--- src/tfpt_pkg.sv ---
`timescale 1ns / 1ps
`default_nettype none

package tfpt_pkg;

    localparam int ADDR_W  = 16;
    localparam int FRAME_W = 9;
    localparam int COUNT_W = 32;

    localparam int TLB_ENTRIES_DEF = 16;
    localparam int PAGE_COUNT_DEF  = 256;
    localparam int PAGE_BYTES_DEF  = 256;

    // one page map entry: mapped flag plus frame number
    typedef struct packed {
        logic               valid;
        logic [FRAME_W-1:0] frame;
    } pm_entry_t;

    typedef struct packed {
        logic               hit;
        logic [FRAME_W-1:0] frame;
    } tlb_result_t;

endpackage

`default_nettype wire

--- src/tfpt_if.sv ---
`timescale 1ns / 1ps
`default_nettype none

interface tfpt_addr_if;
    logic                       valid;
    logic                       ready;
    logic [tfpt_pkg::ADDR_W-1:0] logical_address;

    modport source (output valid, output logical_address, input ready);
    modport sink   (input valid, input logical_address, output ready);
endinterface

interface tfpt_xlat_if;
    logic                        valid;
    logic                        ready;
    logic [tfpt_pkg::ADDR_W-1:0]  physical_address;
    logic                        tlb_hit;
    logic                        page_fault;
    logic [tfpt_pkg::COUNT_W-1:0] hit_total;
    logic [tfpt_pkg::COUNT_W-1:0] fault_total;

    modport source (output valid, output physical_address, output tlb_hit,
                    output page_fault, output hit_total, output fault_total,
                    input ready);
    modport sink   (input valid, input physical_address, input tlb_hit,
                    input page_fault, input hit_total, input fault_total,
                    output ready);
endinterface

`default_nettype wire

--- src/tfpt_page_map.sv ---
`timescale 1ns / 1ps
`default_nettype none

module tfpt_page_map #(
    parameter int PAGE_COUNT = tfpt_pkg::PAGE_COUNT_DEF
) (
    input  wire logic                              clk,
    input  wire logic                              rst_n,
    input  wire logic                              rd_en,
    input  wire logic [$clog2(PAGE_COUNT)-1:0]     rd_page,
    output tfpt_pkg::pm_entry_t                    rd_entry,
    input  wire logic                              wr_en,
    input  wire logic [$clog2(PAGE_COUNT)-1:0]     wr_page,
    input  wire tfpt_pkg::pm_entry_t               wr_entry,
    output logic                                   clearing
);

    localparam int PAGE_W = $clog2(PAGE_COUNT);

    tfpt_pkg::pm_entry_t mem [PAGE_COUNT];
    tfpt_pkg::pm_entry_t rd_entry_reg;
    logic                clearing_reg;
    logic [PAGE_W-1:0]   clr_cnt_reg;

    // sweep after reset marks every page unmapped
    always_ff @(posedge clk or negedge rst_n)
    begin
        if (!rst_n)
        begin
            clearing_reg <= 1'b1;
            clr_cnt_reg  <= '0;
        end
        else if (clearing_reg)
        begin
            if (clr_cnt_reg == PAGE_W'(PAGE_COUNT - 1))
            begin
                clearing_reg <= 1'b0;
            end
            clr_cnt_reg <= clr_cnt_reg + 1'b1;
        end
    end

    always_ff @(posedge clk)
    begin
        if (clearing_reg)
        begin
            mem[clr_cnt_reg] <= '0;
        end
        else if (wr_en)
        begin
            mem[wr_page] <= wr_entry;
        end
        if (rd_en)
        begin
            rd_entry_reg <= mem[rd_page];
        end
    end

    assign rd_entry = rd_entry_reg;
    assign clearing = clearing_reg;

endmodule

`default_nettype wire

--- src/tfpt_tlb.sv ---
`timescale 1ns / 1ps
`default_nettype none

module tfpt_tlb #(
    parameter int TLB_ENTRIES = tfpt_pkg::TLB_ENTRIES_DEF,
    parameter int PAGE_W      = 8
) (
    input  wire logic                            clk,
    input  wire logic                            rst_n,
    input  wire logic [PAGE_W-1:0]               lookup_page,
    output tfpt_pkg::tlb_result_t                lookup,
    input  wire logic                            push_en,
    input  wire logic [PAGE_W-1:0]               push_page,
    input  wire logic [tfpt_pkg::FRAME_W-1:0]    push_frame
);

    logic [TLB_ENTRIES-1:0]        valid_reg;
    logic [TLB_ENTRIES-1:0]        valid_next;
    logic [PAGE_W-1:0]             tag_reg   [TLB_ENTRIES];
    logic [tfpt_pkg::FRAME_W-1:0]  frame_reg [TLB_ENTRIES];

    // slot 0 is newest; the highest matching slot is the oldest and wins
    always_comb
    begin
        lookup = '0;
        for (int k = 0; k < TLB_ENTRIES; k++)
        begin
            if (valid_reg[k] && (tag_reg[k] == lookup_page))
            begin
                lookup.hit   = 1'b1;
                lookup.frame = frame_reg[k];
            end
        end
    end

    always_comb
    begin
        valid_next = valid_reg;
        if (push_en)
        begin
            valid_next[0] = 1'b1;
            for (int k = 1; k < TLB_ENTRIES; k++)
            begin
                valid_next[k] = valid_reg[k-1];
            end
        end
    end

    always_ff @(posedge clk or negedge rst_n)
    begin
        if (!rst_n)
        begin
            valid_reg <= '0;
        end
        else
        begin
            valid_reg <= valid_next;
        end
    end

    // fifo insert at the front, oldest slot falls off the end
    always_ff @(posedge clk)
    begin
        if (push_en)
        begin
            tag_reg[0]   <= push_page;
            frame_reg[0] <= push_frame;
            for (int k = 1; k < TLB_ENTRIES; k++)
            begin
                tag_reg[k]   <= tag_reg[k-1];
                frame_reg[k] <= frame_reg[k-1];
            end
        end
    end

endmodule

`default_nettype wire

--- src/tlb_fifo_page_translator.sv ---
`timescale 1ns / 1ps
`default_nettype none

// channel  | dir | payload
// request  | in  | logical_address[15:0]
// result   | out | physical_address[15:0], tlb_hit, page_fault,
//          |     | hit_total[31:0], fault_total[31:0]
//
// one address per cycle sustained while no result is held at the output; an
// accepted request passes through the input register, the page map memory read,
// then the tlb lookup into the result register.
// after reset the page map is swept unmapped, one entry a cycle, through all
// PAGE_COUNT entries; request.ready stays low during the sweep.
// a result held at the output stalls the whole pipeline and drops request.ready.
// PAGE_BYTES must be a power of two; the block itself does not enforce this.

module tlb_fifo_page_translator #(
    parameter int TLB_ENTRIES = tfpt_pkg::TLB_ENTRIES_DEF,
    parameter int PAGE_COUNT  = tfpt_pkg::PAGE_COUNT_DEF,
    parameter int PAGE_BYTES  = tfpt_pkg::PAGE_BYTES_DEF
) (
    input  wire logic         clk,
    input  wire logic         rst_n,
    tfpt_addr_if.sink         request,
    tfpt_xlat_if.source       result
);

    localparam int ADDR_W    = tfpt_pkg::ADDR_W;
    localparam int FRAME_W   = tfpt_pkg::FRAME_W;
    localparam int COUNT_W   = tfpt_pkg::COUNT_W;
    localparam int OFFSET_W  = $clog2(PAGE_BYTES);
    localparam int PAGE_W    = $clog2(PAGE_COUNT);
    localparam int RAW_W     = ADDR_W - OFFSET_W;
    localparam int MOD_STEPS = (RAW_W - PAGE_W + 1 > 0) ? (RAW_W - PAGE_W + 1) : 0;

    logic                  advance;
    logic                  clearing;

    logic                  a_valid_reg;
    logic [ADDR_W-1:0]     a_addr_reg;
    logic [RAW_W-1:0]      a_rem;
    logic [PAGE_W-1:0]     a_page;

    logic                  b_valid_reg;
    logic [PAGE_W-1:0]     b_page_reg;
    logic [OFFSET_W-1:0]   b_offset_reg;

    tfpt_pkg::pm_entry_t   pm_rd;
    tfpt_pkg::pm_entry_t   pm_cur;
    tfpt_pkg::pm_entry_t   pm_wr;
    tfpt_pkg::tlb_result_t tlb_res;

    logic                  fwd_valid_reg;
    logic [PAGE_W-1:0]     fwd_page_reg;
    logic [FRAME_W-1:0]    fwd_frame_reg;

    logic [FRAME_W-1:0]    free_frame_reg;
    logic [COUNT_W-1:0]    hit_cnt_reg;
    logic [COUNT_W-1:0]    fault_cnt_reg;

    logic                  b_fault;
    logic [FRAME_W-1:0]    b_frame;
    logic                  b_update;
    logic [COUNT_W-1:0]    hit_cnt_next;
    logic [COUNT_W-1:0]    fault_cnt_next;

    logic                  out_valid_reg;
    logic [ADDR_W-1:0]     out_phys_reg;
    logic                  out_hit_reg;
    logic                  out_fault_reg;
    logic [COUNT_W-1:0]    out_hits_reg;
    logic [COUNT_W-1:0]    out_faults_reg;

    assign advance       = !out_valid_reg || result.ready;
    assign request.ready = advance && !clearing;

    // page number modulo PAGE_COUNT by subtracting shifted multiples
    always_comb
    begin
        a_rem = a_addr_reg[ADDR_W-1:OFFSET_W];
        for (int j = MOD_STEPS - 1; j >= 0; j--)
        begin
            if (32'(a_rem) >= (32'(PAGE_COUNT) << j))
            begin
                a_rem = a_rem - RAW_W'(32'(PAGE_COUNT) << j);
            end
        end
        a_page = PAGE_W'(a_rem);
    end

    tfpt_page_map #(
        .PAGE_COUNT (PAGE_COUNT)
    ) u_page_map (
        .clk      (clk),
        .rst_n    (rst_n),
        .rd_en    (advance),
        .rd_page  (a_page),
        .rd_entry (pm_rd),
        .wr_en    (b_update && b_fault),
        .wr_page  (b_page_reg),
        .wr_entry (pm_wr),
        .clearing (clearing)
    );

    tfpt_tlb #(
        .TLB_ENTRIES (TLB_ENTRIES),
        .PAGE_W      (PAGE_W)
    ) u_tlb (
        .clk         (clk),
        .rst_n       (rst_n),
        .lookup_page (b_page_reg),
        .lookup      (tlb_res),
        .push_en     (b_update && b_fault),
        .push_page   (b_page_reg),
        .push_frame  (free_frame_reg)
    );

    // the memory read raced the previous fault's write-back: take it from the bypass
    always_comb
    begin
        pm_cur = pm_rd;
        if (fwd_valid_reg && (fwd_page_reg == b_page_reg))
        begin
            pm_cur.valid = 1'b1;
            pm_cur.frame = fwd_frame_reg;
        end
    end

    always_comb
    begin
        b_fault        = !tlb_res.hit && !pm_cur.valid;
        b_update       = advance && b_valid_reg;
        pm_wr.valid    = 1'b1;
        pm_wr.frame    = free_frame_reg;
        hit_cnt_next   = hit_cnt_reg + COUNT_W'(tlb_res.hit);
        fault_cnt_next = fault_cnt_reg + COUNT_W'(b_fault);
        if (tlb_res.hit)
        begin
            b_frame = tlb_res.frame;
        end
        else if (b_fault)
        begin
            b_frame = free_frame_reg;
        end
        else
        begin
            b_frame = pm_cur.frame;
        end
    end

    always_ff @(posedge clk or negedge rst_n)
    begin
        if (!rst_n)
        begin
            a_valid_reg    <= 1'b0;
            b_valid_reg    <= 1'b0;
            out_valid_reg  <= 1'b0;
            fwd_valid_reg  <= 1'b0;
            free_frame_reg <= '0;
            hit_cnt_reg    <= '0;
            fault_cnt_reg  <= '0;
        end
        else if (advance)
        begin
            a_valid_reg   <= request.valid && !clearing;
            b_valid_reg   <= a_valid_reg;
            out_valid_reg <= b_valid_reg;
            fwd_valid_reg <= b_valid_reg && b_fault;
            if (b_valid_reg)
            begin
                hit_cnt_reg   <= hit_cnt_next;
                fault_cnt_reg <= fault_cnt_next;
                if (b_fault)
                begin
                    free_frame_reg <= free_frame_reg + 1'b1;
                end
            end
        end
    end

    always_ff @(posedge clk)
    begin
        if (advance)
        begin
            a_addr_reg     <= request.logical_address;
            b_page_reg     <= a_page;
            b_offset_reg   <= a_addr_reg[OFFSET_W-1:0];
            fwd_page_reg   <= b_page_reg;
            fwd_frame_reg  <= free_frame_reg;
            out_phys_reg   <= ADDR_W'({b_frame, b_offset_reg});
            out_hit_reg    <= tlb_res.hit;
            out_fault_reg  <= b_fault;
            out_hits_reg   <= hit_cnt_next;
            out_faults_reg <= fault_cnt_next;
        end
    end

    assign result.valid            = out_valid_reg;
    assign result.physical_address = out_phys_reg;
    assign result.tlb_hit          = out_hit_reg;
    assign result.page_fault       = out_fault_reg;
    assign result.hit_total        = out_hits_reg;
    assign result.fault_total      = out_faults_reg;

endmodule

`default_nettype wire
--- src/flat_wrapper.sv ---
// flat-port wrapper written by rule: the top's interface ports become plain ports
module tlb_fifo_page_translator_flat 
#(
    parameter int TLB_ENTRIES = tfpt_pkg::TLB_ENTRIES_DEF,
    parameter int PAGE_COUNT  = tfpt_pkg::PAGE_COUNT_DEF,
    parameter int PAGE_BYTES  = tfpt_pkg::PAGE_BYTES_DEF
)
  (clk, rst_n, request_valid, request_logical_address, request_ready, result_valid, result_physical_address, result_tlb_hit, result_page_fault, result_hit_total, result_fault_total, result_ready);
  tfpt_addr_if request_i ();
  tfpt_xlat_if result_i ();
  input  wire logic clk;
  input  wire logic rst_n;
  input wire logic [$bits(request_i.valid)-1:0] request_valid;
  input wire logic [$bits(request_i.logical_address)-1:0] request_logical_address;
  output wire logic [$bits(request_i.ready)-1:0] request_ready;
  output wire logic [$bits(result_i.valid)-1:0] result_valid;
  output wire logic [$bits(result_i.physical_address)-1:0] result_physical_address;
  output wire logic [$bits(result_i.tlb_hit)-1:0] result_tlb_hit;
  output wire logic [$bits(result_i.page_fault)-1:0] result_page_fault;
  output wire logic [$bits(result_i.hit_total)-1:0] result_hit_total;
  output wire logic [$bits(result_i.fault_total)-1:0] result_fault_total;
  input wire logic [$bits(result_i.ready)-1:0] result_ready;
  assign request_i.valid = request_valid;
  assign request_i.logical_address = request_logical_address;
  assign request_ready = request_i.ready;
  assign result_valid = result_i.valid;
  assign result_physical_address = result_i.physical_address;
  assign result_tlb_hit = result_i.tlb_hit;
  assign result_page_fault = result_i.page_fault;
  assign result_hit_total = result_i.hit_total;
  assign result_fault_total = result_i.fault_total;
  assign result_i.ready = result_ready;
  tlb_fifo_page_translator #(.TLB_ENTRIES(TLB_ENTRIES), .PAGE_COUNT(PAGE_COUNT), .PAGE_BYTES(PAGE_BYTES)) u_core (.clk(clk), .rst_n(rst_n), .request(request_i), .result(result_i));
endmodule
--- config.mk ---
export PLATFORM = sky130hd
export DESIGN_NAME = tlb_fifo_page_translator_flat
export DESIGN_NICKNAME = d
export VERILOG_FILES = /design/src/tfpt_pkg.sv /design/src/tfpt_if.sv /design/src/tfpt_page_map.sv /design/src/tfpt_tlb.sv /design/src/tlb_fifo_page_translator.sv /design/src/flat_wrapper.sv
export SDC_FILE = /design/constraint.sdc
export NUM_CORES = 2
export LEC_CHECK = 0
export BUFFER_PORTS_ARGS = -buffer_cell sky130_fd_sc_hd__buf_4
export CORE_AREA = 2 2 637 639
export CTS_BUF_LIST = sky130_fd_sc_hd__clkbuf_8
export DETAILED_ROUTE_END_ITERATION = 6
export DIE_AREA = 0 0 639 641
export GPL_TIMING_DRIVEN = 0
export HOLD_SLACK_MARGIN = 0.12
export SLEW_MARGIN = 30
export SYNTH_ARGS = -nofsm -noshare
export SYNTH_HDL_FRONTEND = slang
export SYNTH_HIERARCHICAL = 1
export SYNTH_SLANG_ARGS = --single-unit
--- constraint.sdc ---
create_clock -name clk -period 20.4 [get_ports clk]
set_input_delay 3.06 -clock clk [delete_from_list [all_inputs] [get_ports clk]]
set_output_delay 3.06 -clock clk [all_outputs]
set_load 0.05 [all_outputs]
==> flow_summary.ini <==
[cts]
post_cts_resized = 0
clk_pin_slew_worst_paths_ns = 0.06
hold_buffers = 0
root_buffer = clkbuf_8
cts_tree = yes
cts_buffers = 433
postCtsSetupRepairBufs = 0
insertion_delay_ns = 1.06
htree_levels = 5
clock_sinks = 2800
cts_buffer_depth = 4

[timing]
timing.setup.tns_ns = 0
tightestPinTransition_ns = 1.21
clock_skew_ns = 0.0856
maxSlewViolCount = 0
setup_violations = 0
hold_viol = 0
fin_crit_sh_pct = 44.0
rsz0062_at_grt = false
min_period_ns = 8.98
slew_headroom_pct = 18.8
fmax_ghz = 0.111

[yosys]
syn-num-nets = 5530
ys_warn_count = 6
syn_avg_cell_area_um2 = 20.0
synth_area_um2 = 110000
postSynthCellCount = 5503

[drt]
viasPerCell = 5.08
ant_nets = 0
drt-initial-drc-count = 8534
wire_per_inst_um = 29.3
routed_wl_um = 345000
drcViolationCount = 0
first_pass_iters = 6
vias = 59772

[global_routing]
grt_pass1_wl_um = 470000
grt_max_degree = 88
grt_pass1_vias = 58552
gr-total-overflow = 0
antenna_found_initial = 28
grt_usage_pct = 16.4

[power]
combPwrFrac_pct = 17.4
power.share.clock_pct = 31.9
power_frac_seq_pct = 50.6
p_sw_mw = 4.04
p_int_mw = 9.70
ir_drop_mv = 0.0573
power.density_nw_per_um2 = 107
netSwitchingFraction_pct = 29.4
leakage_nw = 39.7

[worst_setup_path]
worst-path-stages = 15
worst-path-max-fanout = 77
ff2ff_path_depth = 23
cp.arrival_ns = 9.60
crit_slowest_cell = nand3_1
start_kind = input pin
timing_worst_setup_path_type = input pin to flop
worstSetupEndpointType = flop
crit_buf_inv = 8
critical-path-max-stage-delay_ns = 0.93
path_common_cell = clkbuf_1
path_cells = buf_4 > nor2b_1 > inv_8 > and2_1 > clkbuf_1 > nand3_1 > inv_8 > nor2b_1 > clkbuf_1 > clkbuf_1 > o21ai_1 > nand3_1 > clkbuf_2 > buf_16 > nor2_1
crit_required_ns = 21.02
cp_top_family = simple AND/OR/NAND/NOR gates

[cells_and_area]
syn_to_final_growth_pct = 15.9
largest_reg_flops = 2304
layoutNonFillerInstCount = 11755
drive_above_1_share_pct = 27.5
nets = 6142
fin_util_pct = 31.8

[floorplanning]
core.rowCount = 233
fp.dieArea_um2 = 410000
core_area_um2 = 402000
num_io_pins = 104
initial_core_util_pct = 27.4
die_y_um = 641
dieWidth_um = 639

[placement]
dp_cells = 10967
dp_hpwl_um = 243000
globalplace.congestion = 0.971
numPortBuffers = 103

[hold_path]
worstHoldPathType = flop to flop
whs_path_depth = 0

[run]
maxCapViolCount = 0

[status]
status = finished clean
-- area by class of cell --
class	instances	area [um2]
repair buffers	177	2440
well taps	5287	6620
inverters	21	93.8
fillers	38278	274000
plain buffers	315	1980
clock inverters	332	1760
flip-flops and latches	2800	83600
multi-input cells	2367	25200
clock buffers	446	6140
diodes	10	25.0
-- cell usage in the layout (no fill, tap or decap), types with 94 or more instances in the layout --
| cell type | count |
|---|---|
| clkinv_1 | 108 |
| nand2_1 | 198 |
| xor2_1 | 97 |
| edfxtp_1 | 2699 |
| nor2_1 | 184 |
| buf_4 | 135 |
| dfrtp_1 | 100 |
| mux4_2 | 571 |
| nand3_1 | 96 |
| nor2_2 | 165 |
| mux2i_1 | 175 |
| buf_2 | 94 |
| xnor2_1 | 170 |
| clkbuf_8 | 448 |
| inv_1 | 156 |
-- path summary, 6_finish.rpt --
path                                      startpoint                       endpoint  slack [ns]
worst max-delay path                    result_ready  u_core/u_page_map/mem[255][0]       11.42
worst max register to register  u_core/b_page_reg[5]  u_core/u_page_map/mem[213][4]       12.09
worst min register to register  u_core/a_addr_reg[0]         u_core/b_offset_reg[0]        0.42
worst min-delay path            u_core/a_addr_reg[0]         u_core/b_offset_reg[0]        0.42
min in group asynchronous                      rst_n             u_core/a_valid_reg        1.96
max in group asynchronous                      rst_n       u_core/fault_cnt_reg[12]       17.75
-- per-stage QoR --
step / total power, mW / hold WS [ns] / instance area [um2] / setup slack (ns)
2_1_floorplan: 8.38 / 0.400 / 110000 / 3.30
3_3_place_gp: 9.45 / 0.413 / 118000 / -5.70
3_5_place_dp: 9.43 / 0.406 / 120000 / 10.73
4_1_cts: 13.8 / 0.426 / 128000 / 11.82
5_1_grt: 14.1 / 0.430 / 128000 / 11.47
6_report: 13.7 / 0.424 / 128000 / 11.42
-- power by group through the flow --
stage	sequential, mW	clock [mW]	combinational, mW
2_1_floorplan	7.26	0	1.12
3_3_place_gp	7.26	0	2.19
3_5_place_dp	7.08	0	2.35
4_1_cts	6.96	4.47	2.35
5_1_grt	6.98	4.70	2.45
6_report	6.96	4.39	2.40
-- per-layer routing --
metal  vias up  share of wire, %  track usage, %
met5         -             0.033           0.130
met3       755                11            4.31
met1     31519                38            21.4
met4         8               5.6            8.37
met2      3796                45            25.1
li1      23694                 -               -
Note: power is estimated with default switching activity, not from simulation.
